### src/rtl/core/tklm_pkg.sv
// ----------------------------------------------------------------------------
// tklm_pkg
// Shared types and constants of the top-k logit mask unit.
// ----------------------------------------------------------------------------
package tklm_pkg;

  // default number of cells, largest row the unit can buffer
  localparam int unsigned ROW_MAX_DEF = 64;

  // fixed field widths
  localparam int unsigned LOGIT_W = 16;
  localparam int unsigned CFG_W   = 7;
  localparam int unsigned CFG_IDX_W = 1;

  // register indexes of the configuration port
  localparam logic [CFG_IDX_W-1:0] REG_KEEP_COUNT = 1'd0;
  localparam logic [CFG_IDX_W-1:0] REG_ROW_LENGTH = 1'd1;

  // register reset values
  localparam logic [CFG_W-1:0] KEEP_COUNT_RST = 7'd1;
  localparam logic [CFG_W-1:0] ROW_LENGTH_RST = 7'd64;

  // code standing for minus infinity
  localparam logic signed [LOGIT_W-1:0] NEG_INF_CODE = 16'sh8000;

  typedef logic signed [LOGIT_W-1:0] logit_t;

  typedef struct packed {
    logit_t logit_value;
  } in_item_t;

  typedef struct packed {
    logit_t masked_value;
    logic   kept;
    logic   last_of_row;
  } out_item_t;

  // broadcast control from the sequencer to every cell
  typedef struct packed {
    logic   ins_en;    // insert the broadcast logit this cycle
    logic   shift_en;  // move arrival order one cell toward the head
    logit_t logit;     // logit being inserted
  } cell_ctrl_t;

endpackage

### src/rtl/core/tklm_cell.sv
// ----------------------------------------------------------------------------
// tklm_cell
// One cell: a slot of the descending insertion chain and a slot of the
// arrival-order buffer.
// ----------------------------------------------------------------------------
module tklm_cell #(
  parameter int unsigned ROW_MAX = tklm_pkg::ROW_MAX_DEF,
  parameter int unsigned IDX     = 0,
  localparam int unsigned CNT_W  = $clog2(ROW_MAX + 1)
) (
  input  logic                 clk,
  input  tklm_pkg::cell_ctrl_t ctrl,
  input  logic [CNT_W-1:0]     count,
  input  logic                 left_move,
  input  tklm_pkg::logit_t     left_sorted,
  input  tklm_pkg::logit_t     right_row,
  output logic                 move,
  output tklm_pkg::logit_t     sorted,
  output tklm_pkg::logit_t     row
);
  import tklm_pkg::*;

  logit_t sorted_r, sorted_nxt;
  logit_t row_r, row_nxt;
  logic   empty;
  logic   at_tail;

  assign empty   = CNT_W'(IDX) >= count;
  assign at_tail = CNT_W'(IDX) == count;

  // an empty slot counts as smaller than anything
  assign move = empty || (sorted_r < ctrl.logit);

  always_comb begin
    sorted_nxt = sorted_r;
    if (ctrl.ins_en && move) begin
      sorted_nxt = left_move ? left_sorted : ctrl.logit;
    end
  end

  always_comb begin
    row_nxt = row_r;
    if (ctrl.ins_en && at_tail) begin
      row_nxt = ctrl.logit;
    end else if (ctrl.shift_en) begin
      row_nxt = right_row;
    end
  end

  always_ff @(posedge clk) begin
    sorted_r <= sorted_nxt;
    row_r    <= row_nxt;
  end

  assign sorted = sorted_r;
  assign row    = row_r;

endmodule

### config.mk
export PLATFORM = sky130hd
export DESIGN_NAME = tklm_cell
export DESIGN_NICKNAME = d
export VERILOG_FILES = /design/src/rtl/core/tklm_pkg.sv /design/src/rtl/core/tklm_cell.sv
export SDC_FILE = /design/constraint.sdc
export NUM_CORES = 1
export LEC_CHECK = 0
export BUFFER_PORTS_ARGS = -buffer_cell sky130_fd_sc_hd__buf_2
export CAP_MARGIN = 10
export CORE_MARGIN = 2
export CORE_UTILIZATION = 40
export CTS_CLUSTER_SIZE = 20
export DETAILED_ROUTE_END_ITERATION = 7
export PLACE_DENSITY = 0.81
export RECOVER_POWER = 50
export SLEW_MARGIN = 20
export SYNTH_ARGS = -nofsm -noshare
export SYNTH_HDL_FRONTEND = slang
export SYNTH_SLANG_ARGS = --single-unit
### constraint.sdc
create_clock -name clk -period 5.6 [get_ports clk]
set_clock_uncertainty 0.2 [all_clocks]
set_input_delay 0.56 -clock clk [delete_from_list [all_inputs] [get_ports clk]]
set_output_delay 0.56 -clock clk [all_outputs]
set_load 0.05 [all_outputs]
==> flow_summary.yaml, run 1 <==
synth:
  synth_compound_area_share_pct: 16.13
  syn_area_um2: 1777
  synth_seq_cells: 32
  syn_inst: 161
  synth_warnings: 0
  synth-xor-area-share_pct: 0
  synth_mux_area_share_pct: 1.479
  synthFlopType: "edfxtp_1"
  synth_fa_ha_area_share_pct: 10.56
  synth.distinct_cells: 26
  syn_nets: 235
  synth_top_family_by_area: "compound AO/OA/AOI/OAI gates"
  syn_area_per_cell_um2: 11.04
  seq_area_frac_synth_pct: 54.08
  synth_edf_count: 32
  synth-simple-area-share_pct: 11.83
  postSynth.asyncResetShare_pct: 0
cells_and_area:
  nNetsFinal: 327
  design_area_um2: 2291
  synthToLayoutAreaGrowth_pct: 28.94
  n_antenna_cell: 0
  drive_above_1_share_pct: 29.53
power_and_ir_drop:
  p_total_uw: 639.2
  p_clk_share_pct: 25.7
  power_switching_uw: 215.8
  p_leak_nw: 1.039
  power_frac_seq_pct: 46.7
  p_per_area_nw_per_um2: 279.0
  swShare_pct: 33.77
  pwr-share-comb_pct: 27.6
  intPower_uw: 423.3
  vdd_ir_drop_max_mv: 0.1290
worst_setup_path:
  critical_path.most_common_cell: "buf_2"
  path_buf_inv: 3
  reg2reg_from: "sorted[1]"
  cp_top_family: "compound AO/OA/AOI/OAI gates"
  cp.required_ps: 4840
  critPathSlowestCell: "a2111oi_0"
  cp-start-kind: "input port"
  path_max_fanout: 3
  crit_path_start: "ctrl[1]"
  worstPathArrival_ps: 2340
  cp_slowest_stage_delay_ps: 390
  critPathKind: "input port to output port"
  crit_path_cell_trace: "buf_2 > inv_1 > ha_1 > a2111oi_0 > o21ai_0 > a211oi_1 > o21a_1 > buf_2"
  end_kind: "output port"
timing:
  max_slew_margin_pct: 28.90
  whs_ps: 356.4
  tightest_slew_ps: 1066
  fin_crit_sh_pct: 55.42
  setup_viol_count_final: 0
  setup_ws_ps: 2497
  fin_tns_setup_ps: 0
  rsz0062_at_grt: "no"
  fin_crit_ps: 3103
  fmax_mhz: 322.2
  slew_viol_final: 0
  hold_viol: 0
floorplanning:
  ios: 92
  rows: 24
  die_height_um: 70.65
  die_x_um: 70.65
  initial_core_util_pct: 41.09
  die_area_um2: 4991
  core-area_um2: 4324
clocking:
  cts_max_path_buffers: 2
  htreeDepth: 2
  cts_hold_buf: 0
  cts_setup_buffers: 0
  cts.sinks: 32
  clkTransAtPathRegs_ps: 60
  cts_root_buffer: "clkbuf_8"
  clk_latency_ps: 280
  cts_buffers: 5
  cts_resized: 0
  cts_tree: "built"
global_routing:
  grt_pass1_wl_um: 6299
  grt_max_degree: 33
  track_usage_pct: 16.27
  grt_pass1_vias: 1465
  grt-ovfl-total: 0
  antenna_found_initial: 0
placement:
  gp_congestion: 0.8264
  port_buffers: 91
  hpwl_um: 3264
  post_dp_cell_area_um2: 2252
  place_ws_ps: 2460
job:
  max_cap_viol_count: 0
routing:
  drcViolationCount: 0
  num_vias: 1498
  drt-pass1-iter-count: 4
  drt-initial-drc-count: 180
  wl_per_cell_um: 13.27
  routed_wl_um: 4060
  postRouteAntennaNets: 0
  routed_via_density: 4.895
min_path:
  hold_start: "left_sorted[10]"
  min_path_type: "input port to register"
outcome:
  status: "finished, final reports clean"
power groups by stage:
| stage | Sequential (mW) | Clock [mW] | Combinational (mW) |
|---|---|---|---|
| 4_1_cts | 0.298 | 0.168 | 0.183 |
| 3_3_place_gp | 0.302 | 0 | 0.180 |
| 2_1_floorplan | 0.374 | 0 | 0.0561 |
| 3_5_place_dp | 0.303 | 0 | 0.182 |
| 6_report | 0.299 | 0.164 | 0.176 |
| 5_1_grt | 0.301 | 0.177 | 0.191 |
cells in the final DEF, fill, tap and decap left out:
master	instances
nor3_1	1
a21o_1	1
ha_1	15
nor2_1	2
o21ai_1	8
clkbuf_8	5
nand4_1	1
or4_4	1
or3_1	2
edfxtp_1	32
nor4_4	1
o21ai_0	19
clkbuf_1	35
o211a_1	1
nand2_2	1
or2b_1	1
o21a_1	3
a2111oi_0	2
o21ai_2	7
clkinv_1	1
inv_1	16
nand2_1	32
mux2_4	1
buf_2	58
a21oi_1	2
nand2b_1	2
a211oi_1	3
mux2_2	1
worst register-to-register path: cells and delay by family (launching register included):
kind                     cells  cell delay, ps
AO/OA/AOI/OAI                4            1550
adder cells (fa/ha/maj)      1             280
flip-flops                   1             420
cells by family after synthesis:
family	after synthesis
AOI/OAI and AO/OA	46
and+or+nand+nor	44
DFF	32
buffers and inverters	22
adders and majority gates	15
muxes	2
stage by stage:
| step | cells | util (%) |
|---|---|---|
| floorplan | 161 | - |
| global placement | 298 | 52.08 |
| detailed placement | 298 | 52.08 |
| CTS | 306 | 53.94 |
| global route | 306 | 52.98 |
| finish | 306 | 52.98 |
registers in the layout, indices dropped and copies added, names as in the netlist:
| register | flops |
|---|---|
| row | 16 |
| sorted | 16 |
per-layer routing:
layer	part of all wire [%]	GRT usage (%)	wire [um]	vias up
met5	0	0	0	-
met4	1.5	6.499	59	0
met3	9.9	5.840	401	5
met2	47	26.83	1911	67
met1	42	19.52	1687	659
li1	-	-	-	767
path summary, 6_finish.rpt:
kind	endpoint	slack (ps)	cells after the start
setup / recovery	move	2500	8
hold / removal	sorted[10]	360	3
setup reg to reg	sorted[0]	2790	5
hold reg to reg	sorted[12]	1140	3
cell usage after synthesis (2+ instances only):
master	n	area share, %
a2111oi_0	2	0.99
inv_1	16	3.4
o21a_1	3	1.3
a211oi_1	3	1.3
nand2_1	32	6.8
buf_6	3	1.9
a21oi_1	2	0.56
nand2b_1	2	0.70
clkbuf_1	3	0.63
or3_1	2	0.70
o21ai_0	19	5.4
o21ai_1	8	2.3
edfxtp_1	32	54
o21ai_2	7	3.5
ha_1	15	11
nor2_1	2	0.42
cell type report:
type	instances	area [um2]
inverter	16	60.06
tap	52	65.06
clock inverter	1	3.754
fill	443	2033
sequential	32	960.9
clock buffer	7	76.32
timing repair buffer	91	414.1
multi-input combinational	107	710.7
Note: power is estimated with default switching activity, not from simulation.
==> run 2, diff against run 1 <==
--- a/config.mk
+++ b/config.mk
@@ -11,7 +11,7 @@
 export CORE_UTILIZATION = 40
 export CTS_CLUSTER_SIZE = 20
 export DETAILED_ROUTE_END_ITERATION = 7
-export PLACE_DENSITY = 0.81
+export PLACE_DENSITY = 0.84
 export RECOVER_POWER = 50
 export SLEW_MARGIN = 20
 export SYNTH_ARGS = -nofsm -noshare
==> constraint.sdc (replaced) <==
create_clock -name clk -period 2.6 [get_ports clk]
set_clock_uncertainty 0.2 [all_clocks]
set_input_delay 0.26 -clock clk [delete_from_list [all_inputs] [get_ports clk]]
set_output_delay 0.26 -clock clk [all_outputs]
set_load 0.05 [all_outputs]
==> run 2 against run 1 <==
Against the previous run: the flow now finishes with violations (negative setup slack); first-iteration DRC count shrank 37%; setup slack lost 2500 ps; power grew 120%; register-to-register slack lost 2700 ps; cell count grew 4.6%; final area grew 8.3%; flip-flop and latch count is the same; global-route usage grew 0.76 points; wire length grew 4.9%; clock power grew 110%; non-clock buffer count grew 14; sequential share of layout area shrank 3.2 points; critical endpoint unchanged.
==> flow_summary.yaml, run 2 (synthesized netlist as in run 1, its figures left out) <==
worst_setup_path:
  reg2reg_to: "sorted[11]"
  critPathKind: "register to output port"
  end_kind: "output port"
  cp.required_ps: 2140
  path_max_fanout: 4
  r2r_slack_ps: 100
  worstPathArrival_ps: 2170
  critical_path.most_common_cell: "or3_4"
  cp_slowest_stage_delay_ps: 440
  crit_path_start: "sorted[15]"
  reg2reg_from: "sorted[1]"
  reg2regPathDepth: 5
  cp-start-kind: "register"
  crit_path_cell_trace: "ha_4 > nand4_1 > nor2_1 > or3_4 > or3_4 > o21a_1 > buf_6"
  critPathSlowestCell: "edfxtp_1"
clocking:
  cts_tree: "built"
  clk_latency_ps: 280
  cts_buffers: 5
  cts_hold_buf: 0
  cts_root_buffer: "clkbuf_8"
  cts_max_path_buffers: 2
  htreeDepth: 2
  cts.sinks: 32
  clkTransAtPathRegs_ps: 60
timing:
  rsz0062_at_grt: "yes"
  fin_tns_setup_ps: -31.50
  hold_viol: 0
  fin_crit_sh_pct: 101.2
  slew_viol_final: 0
  setup_viol_count_final: 1
  whs_ps: 54.98
  fin_crit_ps: 2632
  tightest_slew_ps: 1120
  fmax_mhz: 380.0
  max_slew_margin_pct: 25.35
  setup_ws_ps: -31.50
routing:
  postRouteAntennaNets: 0
  drcViolationCount: 0
  drt-pass1-iter-count: 4
  wl_per_cell_um: 13.30
  routed_via_density: 4.803
  drt-initial-drc-count: 113
  routed_wl_um: 4257
  num_vias: 1537
cells_and_area:
  synthToLayoutAreaGrowth_pct: 39.65
  final_cells: 320
  layout_common_cells: "66 x buf_2, 32 x nand2_1, 32 x edfxtp_1"
  nNetsFinal: 341
  n_antenna_cell: 0
  layout_commonest_cell: "buf_2"
  drive_above_1_share_pct: 40.30
power_and_ir_drop:
  p_per_area_nw_per_um2: 572.1
  p_leak_nw: 1.128
  p_total_mw: 1.419
  vdd_ir_drop_max_mv: 0.2655
placement:
  port_buffers: 91
  hpwl_um: 3464
  place_ws_ps: -7.371
  gp_congestion: 0.9015
  dp.cells: 311
global_routing:
  grt_pass1_wl_um: 6575
  grt_pass1_vias: 1483
  antenna_found_initial: 0
  track_usage_pct: 17.03
  grt-ovfl-total: 0
  grt_max_degree: 32
min_path:
  holdPathEnd: "row[3]"
  min_path_cells: 3
  min_path_type: "input port to register"
  hold_start: "right_row[3]"
outcome:
  violations: "negative setup slack"
  status: "finished, violations left"
floorplanning:
  die_area_um2: 4991
  die_x_um: 70.65
  rows: 24
  die_height_um: 70.65
  initial_core_util_pct: 41.09
  ios: 92
  core-area_um2: 4324
job:
  max_cap_viol_count: 0
## run 2: cell type report
| class | count | area [um2] |
|---|---|---|
| clock buffer | 7 | 76.32 |
| multi-input combinational | 107 | 778.2 |
| clock inverter | 1 | 3.754 |
| sequential | 32 | 960.9 |
| fill | 401 | 1843 |
| inverter | 16 | 60.06 |
| timing repair buffer | 105 | 536.8 |
| tap | 52 | 65.06 |
## run 2: worst max path at each step
stage                            end  slack [ps]  cells after the start
final                           move         -30                      7
after global routing            move        -130                      7
after CTS                       move         -50                      7
after detailed placement  sorted[10]          -7                      8
after global placement    sorted[13]          50                      8
after floorplan            sorted[0]         -10                      6
## run 2: repair_timing
item                                    4_1_cts  5_1_grt
resized for setup                             7        4
pin swaps                                     2        2
setup buffers                                 1        0
endpoints found under the setup margin       17       17
gates cloned                                  0        0
## run 2: through the flow
step	util, %	instance area (um2)
2_1_floorplan	-	1794
6_report	57.38	2481
5_1_grt	57.38	2481
3_5_place_dp	54.75	2367
4_1_cts	57.47	2485
3_3_place_gp	54.75	2367
## run 2: where the power goes
group          switching [mW]  internal, mW  leakage [nW]
registers              0.0191         0.625         0.308
logic                   0.292         0.134         0.780
clock network           0.163         0.186        0.0399
## run 2: worst max-delay path: cells and delay by family, from the launching register on
kind | cells | cell delay [ps]
adders and majority gates | 1 | 250
and+or+nand+nor | 4 | 930
AOI/OAI and AO/OA | 1 | 130
DFF | 1 | 440
buffers and inverters | 1 | 150
## run 2: metal layers
layer,global-route usage (%),share of wire (%),vias to the layer above
met3,5.556,7.5,5
met2,26.62,45,61
li1,-,-,790
met5,0,0,-
met4,5.241,1.4,0
met1,22.76,46,681
==> run 3, diff against run 2 <==
--- a/config.mk
+++ b/config.mk
@@ -8,10 +8,11 @@
 export BUFFER_PORTS_ARGS = -buffer_cell sky130_fd_sc_hd__buf_2
 export CAP_MARGIN = 10
 export CORE_MARGIN = 2
-export CORE_UTILIZATION = 40
+export CORE_UTILIZATION = 42
+export CTS_BUF_LIST = sky130_fd_sc_hd__clkbuf_8
 export CTS_CLUSTER_SIZE = 20
 export DETAILED_ROUTE_END_ITERATION = 7
-export PLACE_DENSITY = 0.84
+export PLACE_DENSITY = 0.87
 export RECOVER_POWER = 50
 export SLEW_MARGIN = 20
 export SYNTH_ARGS = -nofsm -noshare
==> constraint.sdc (replaced) <==
create_clock -name clk -period 2.6 [get_ports clk]
set_clock_uncertainty 0.2 [all_clocks]
set_input_delay 0.26 -clock clk [delete_from_list [all_inputs] [get_ports clk]]
set_output_delay 0.26 -clock clk [all_outputs]
set_load 0.01 [all_outputs]
==> run 3 against run 2 <==
Against the previous run: the flow still finishes with violations (negative setup slack); final area grew 0.10%; critical path depth stayed put; clock power grew 3%; hold slack got worse by 6.2 ps; first-iteration DRC count is 16% higher; wire length grew 7.6%; combinational power is 30% lower; global-route usage grew 2.4 points; flip-flop and latch count unchanged; fmax down 0.91%; setup slack worse by 24 ps.
==> flow_summary.yaml, run 3 (synthesized netlist as in run 1, its figures left out) <==
clocking:
  cts_max_path_buffers: 2
  cts_tree: "built"
  cts_root_buffer: "clkbuf_8"
  clkTransAtPathRegs_ps: 70
  htreeDepth: 2
  cts_buffers: 5
  cts.sinks: 32
  clk_latency_ps: 280
timing:
  fin_crit_ps: 2656
  slew_viol_final: 0
  max_slew_margin_pct: 26.87
  setup_viol_count_final: 1
  fin_tns_setup_ps: -55.72
  fmax_mhz: 376.5
  fin_crit_sh_pct: 102.1
  rsz0062_at_grt: "yes"
  tightest_slew_ps: 1097
  hold_viol: 0
  setup_ws_ps: -55.72
routing:
  routed_wl_um: 4581
  wl_per_cell_um: 14.64
  routed_via_density: 5.058
  postRouteAntennaNets: 0
  drcViolationCount: 0
  num_vias: 1583
  drt-pass1-iter-count: 4
  drt-initial-drc-count: 131
worst_setup_path:
  critPathSlowestCell: "edfxtp_1"
  worstPathArrival_ps: 2200
  cp_slowest_stage_delay_ps: 430
  cp_top_family: "simple AND/OR/NAND/NOR gates"
  path_max_fanout: 4
  cp-start-kind: "register"
  critical_path.most_common_cell: "or3_4"
  cp.required_ps: 2140
  path_buf_inv: 1
  end_kind: "output port"
  critPathKind: "register to output port"
  crit_path_cell_trace: "ha_4 > nand4_1 > nor2_1 > or3_4 > or3_4 > o21a_1 > buf_2"
  r2r_slack_ps: 120
global_routing:
  grt_pass1_wl_um: 7334
  antenna_found_initial: 0
  grt_max_degree: 32
  grt-ovfl-total: 0
  grt_pass1_vias: 1626
  track_usage_pct: 19.48
cells_and_area:
  synthToLayoutAreaGrowth_pct: 39.79
  n_antenna_cell: 0
  nNetsFinal: 336
  layout_commonest_cell: "buf_2"
  drive_above_1_share_pct: 36.88
  layout_common_cells: "60 x buf_2, 32 x nand2_1, 32 x edfxtp_1"
  utilization_pct: 61.65
power_and_ir_drop:
  p_total_mw: 1.304
  p_leak_nw: 1.101
  swShare_pct: 27.66
  power_frac_seq_pct: 49.5
  p_clk_share_pct: 27.5
  intPower_uw: 943.2
  vdd_ir_drop_max_mv: 0.2448
  power_switching_uw: 360.6
  pwr-share-comb_pct: 22.9
  p_per_area_nw_per_um2: 525.0
floorplanning:
  rows: 23
  die_x_um: 69.04
  initial_core_util_pct: 44.10
  die_area_um2: 4767
  core-area_um2: 4029
  die_height_um: 69.04
  ios: 92
outcome:
  status: "finished, violations left"
  violations: "negative setup slack"
placement:
  port_buffers: 91
  hpwl_um: 3403
  gp_congestion: 0.7719
min_path:
  min_path_type: "input port to register"
job:
  max_cap_viol_count: 0
run 3: repair_timing:
action / 4_1_cts / 5_1_grt
hold endpoints to repair: 0 / 0
endpoints found under the setup margin: 1 / 1
setup buffers: 3 / 1
gates resized for setup: 9 / 4
pin swaps: 2 / 4
hold buffers: 0 / 0
run 3: per-layer routing:
metal	GRT usage [%]	vias up	share of wire, %
li1	-	782	-
met5	0	-	0
met1	21.89	711	40
met3	5.556	23	7.4
met4	10.68	0	4.1
met2	33.12	67	48
run 3: path summary, 6_finish.rpt:
kind	to	cells after the start	from
hold reg to reg	sorted[15]	4	sorted[15]
setup / recovery	move	7	sorted[15]
setup reg to reg	sorted[10]	6	sorted[1]
hold / removal	row[2]	3	right_row[2]
run 3: worst reg2reg max path: stages (launching register included):
cell and delay, ps:
edfxtp_1 410, ha_1 300, a2111oi_1 380, o21ai_0 200, a211oi_2 260, o211a_1 270
buf_4 180
run 3: layout make-up:
cell class	count	area [um2]
fillers	349	1545
flip-flops and latches	32	960.9
multi-input cells	107	808.3
repair buffers	100	509.2
clock buffers	5	68.82
well taps	50	62.56
inverters	16	60.06
clock inverters	3	13.76
run 3: power groups by stage:
| stage | sequential (mW) | clock, mW | combinational [mW] |
|---|---|---|---|
| after floorplan | 0.675 | 0 | 0.111 |
| after global placement | 0.650 | 0 | 0.263 |
| after detailed placement | 0.652 | 0 | 0.272 |
| after CTS | 0.643 | 0.371 | 0.296 |
| after global routing | 0.650 | 0.389 | 0.329 |
| final | 0.646 | 0.359 | 0.299 |
run 3: per-stage QoR:
step                area [um2]  std cells  hold slack [ps]  setup WS, ps
finish                    2484        313            48.83        -55.72
global route              2484        313            67.30        -157.2
CTS                       2489        312            48.04        -45.52
detailed placement        2312        301            338.4         112.5
global placement          2312        301            338.6         152.6
floorplan                 1777        161            247.1         66.99
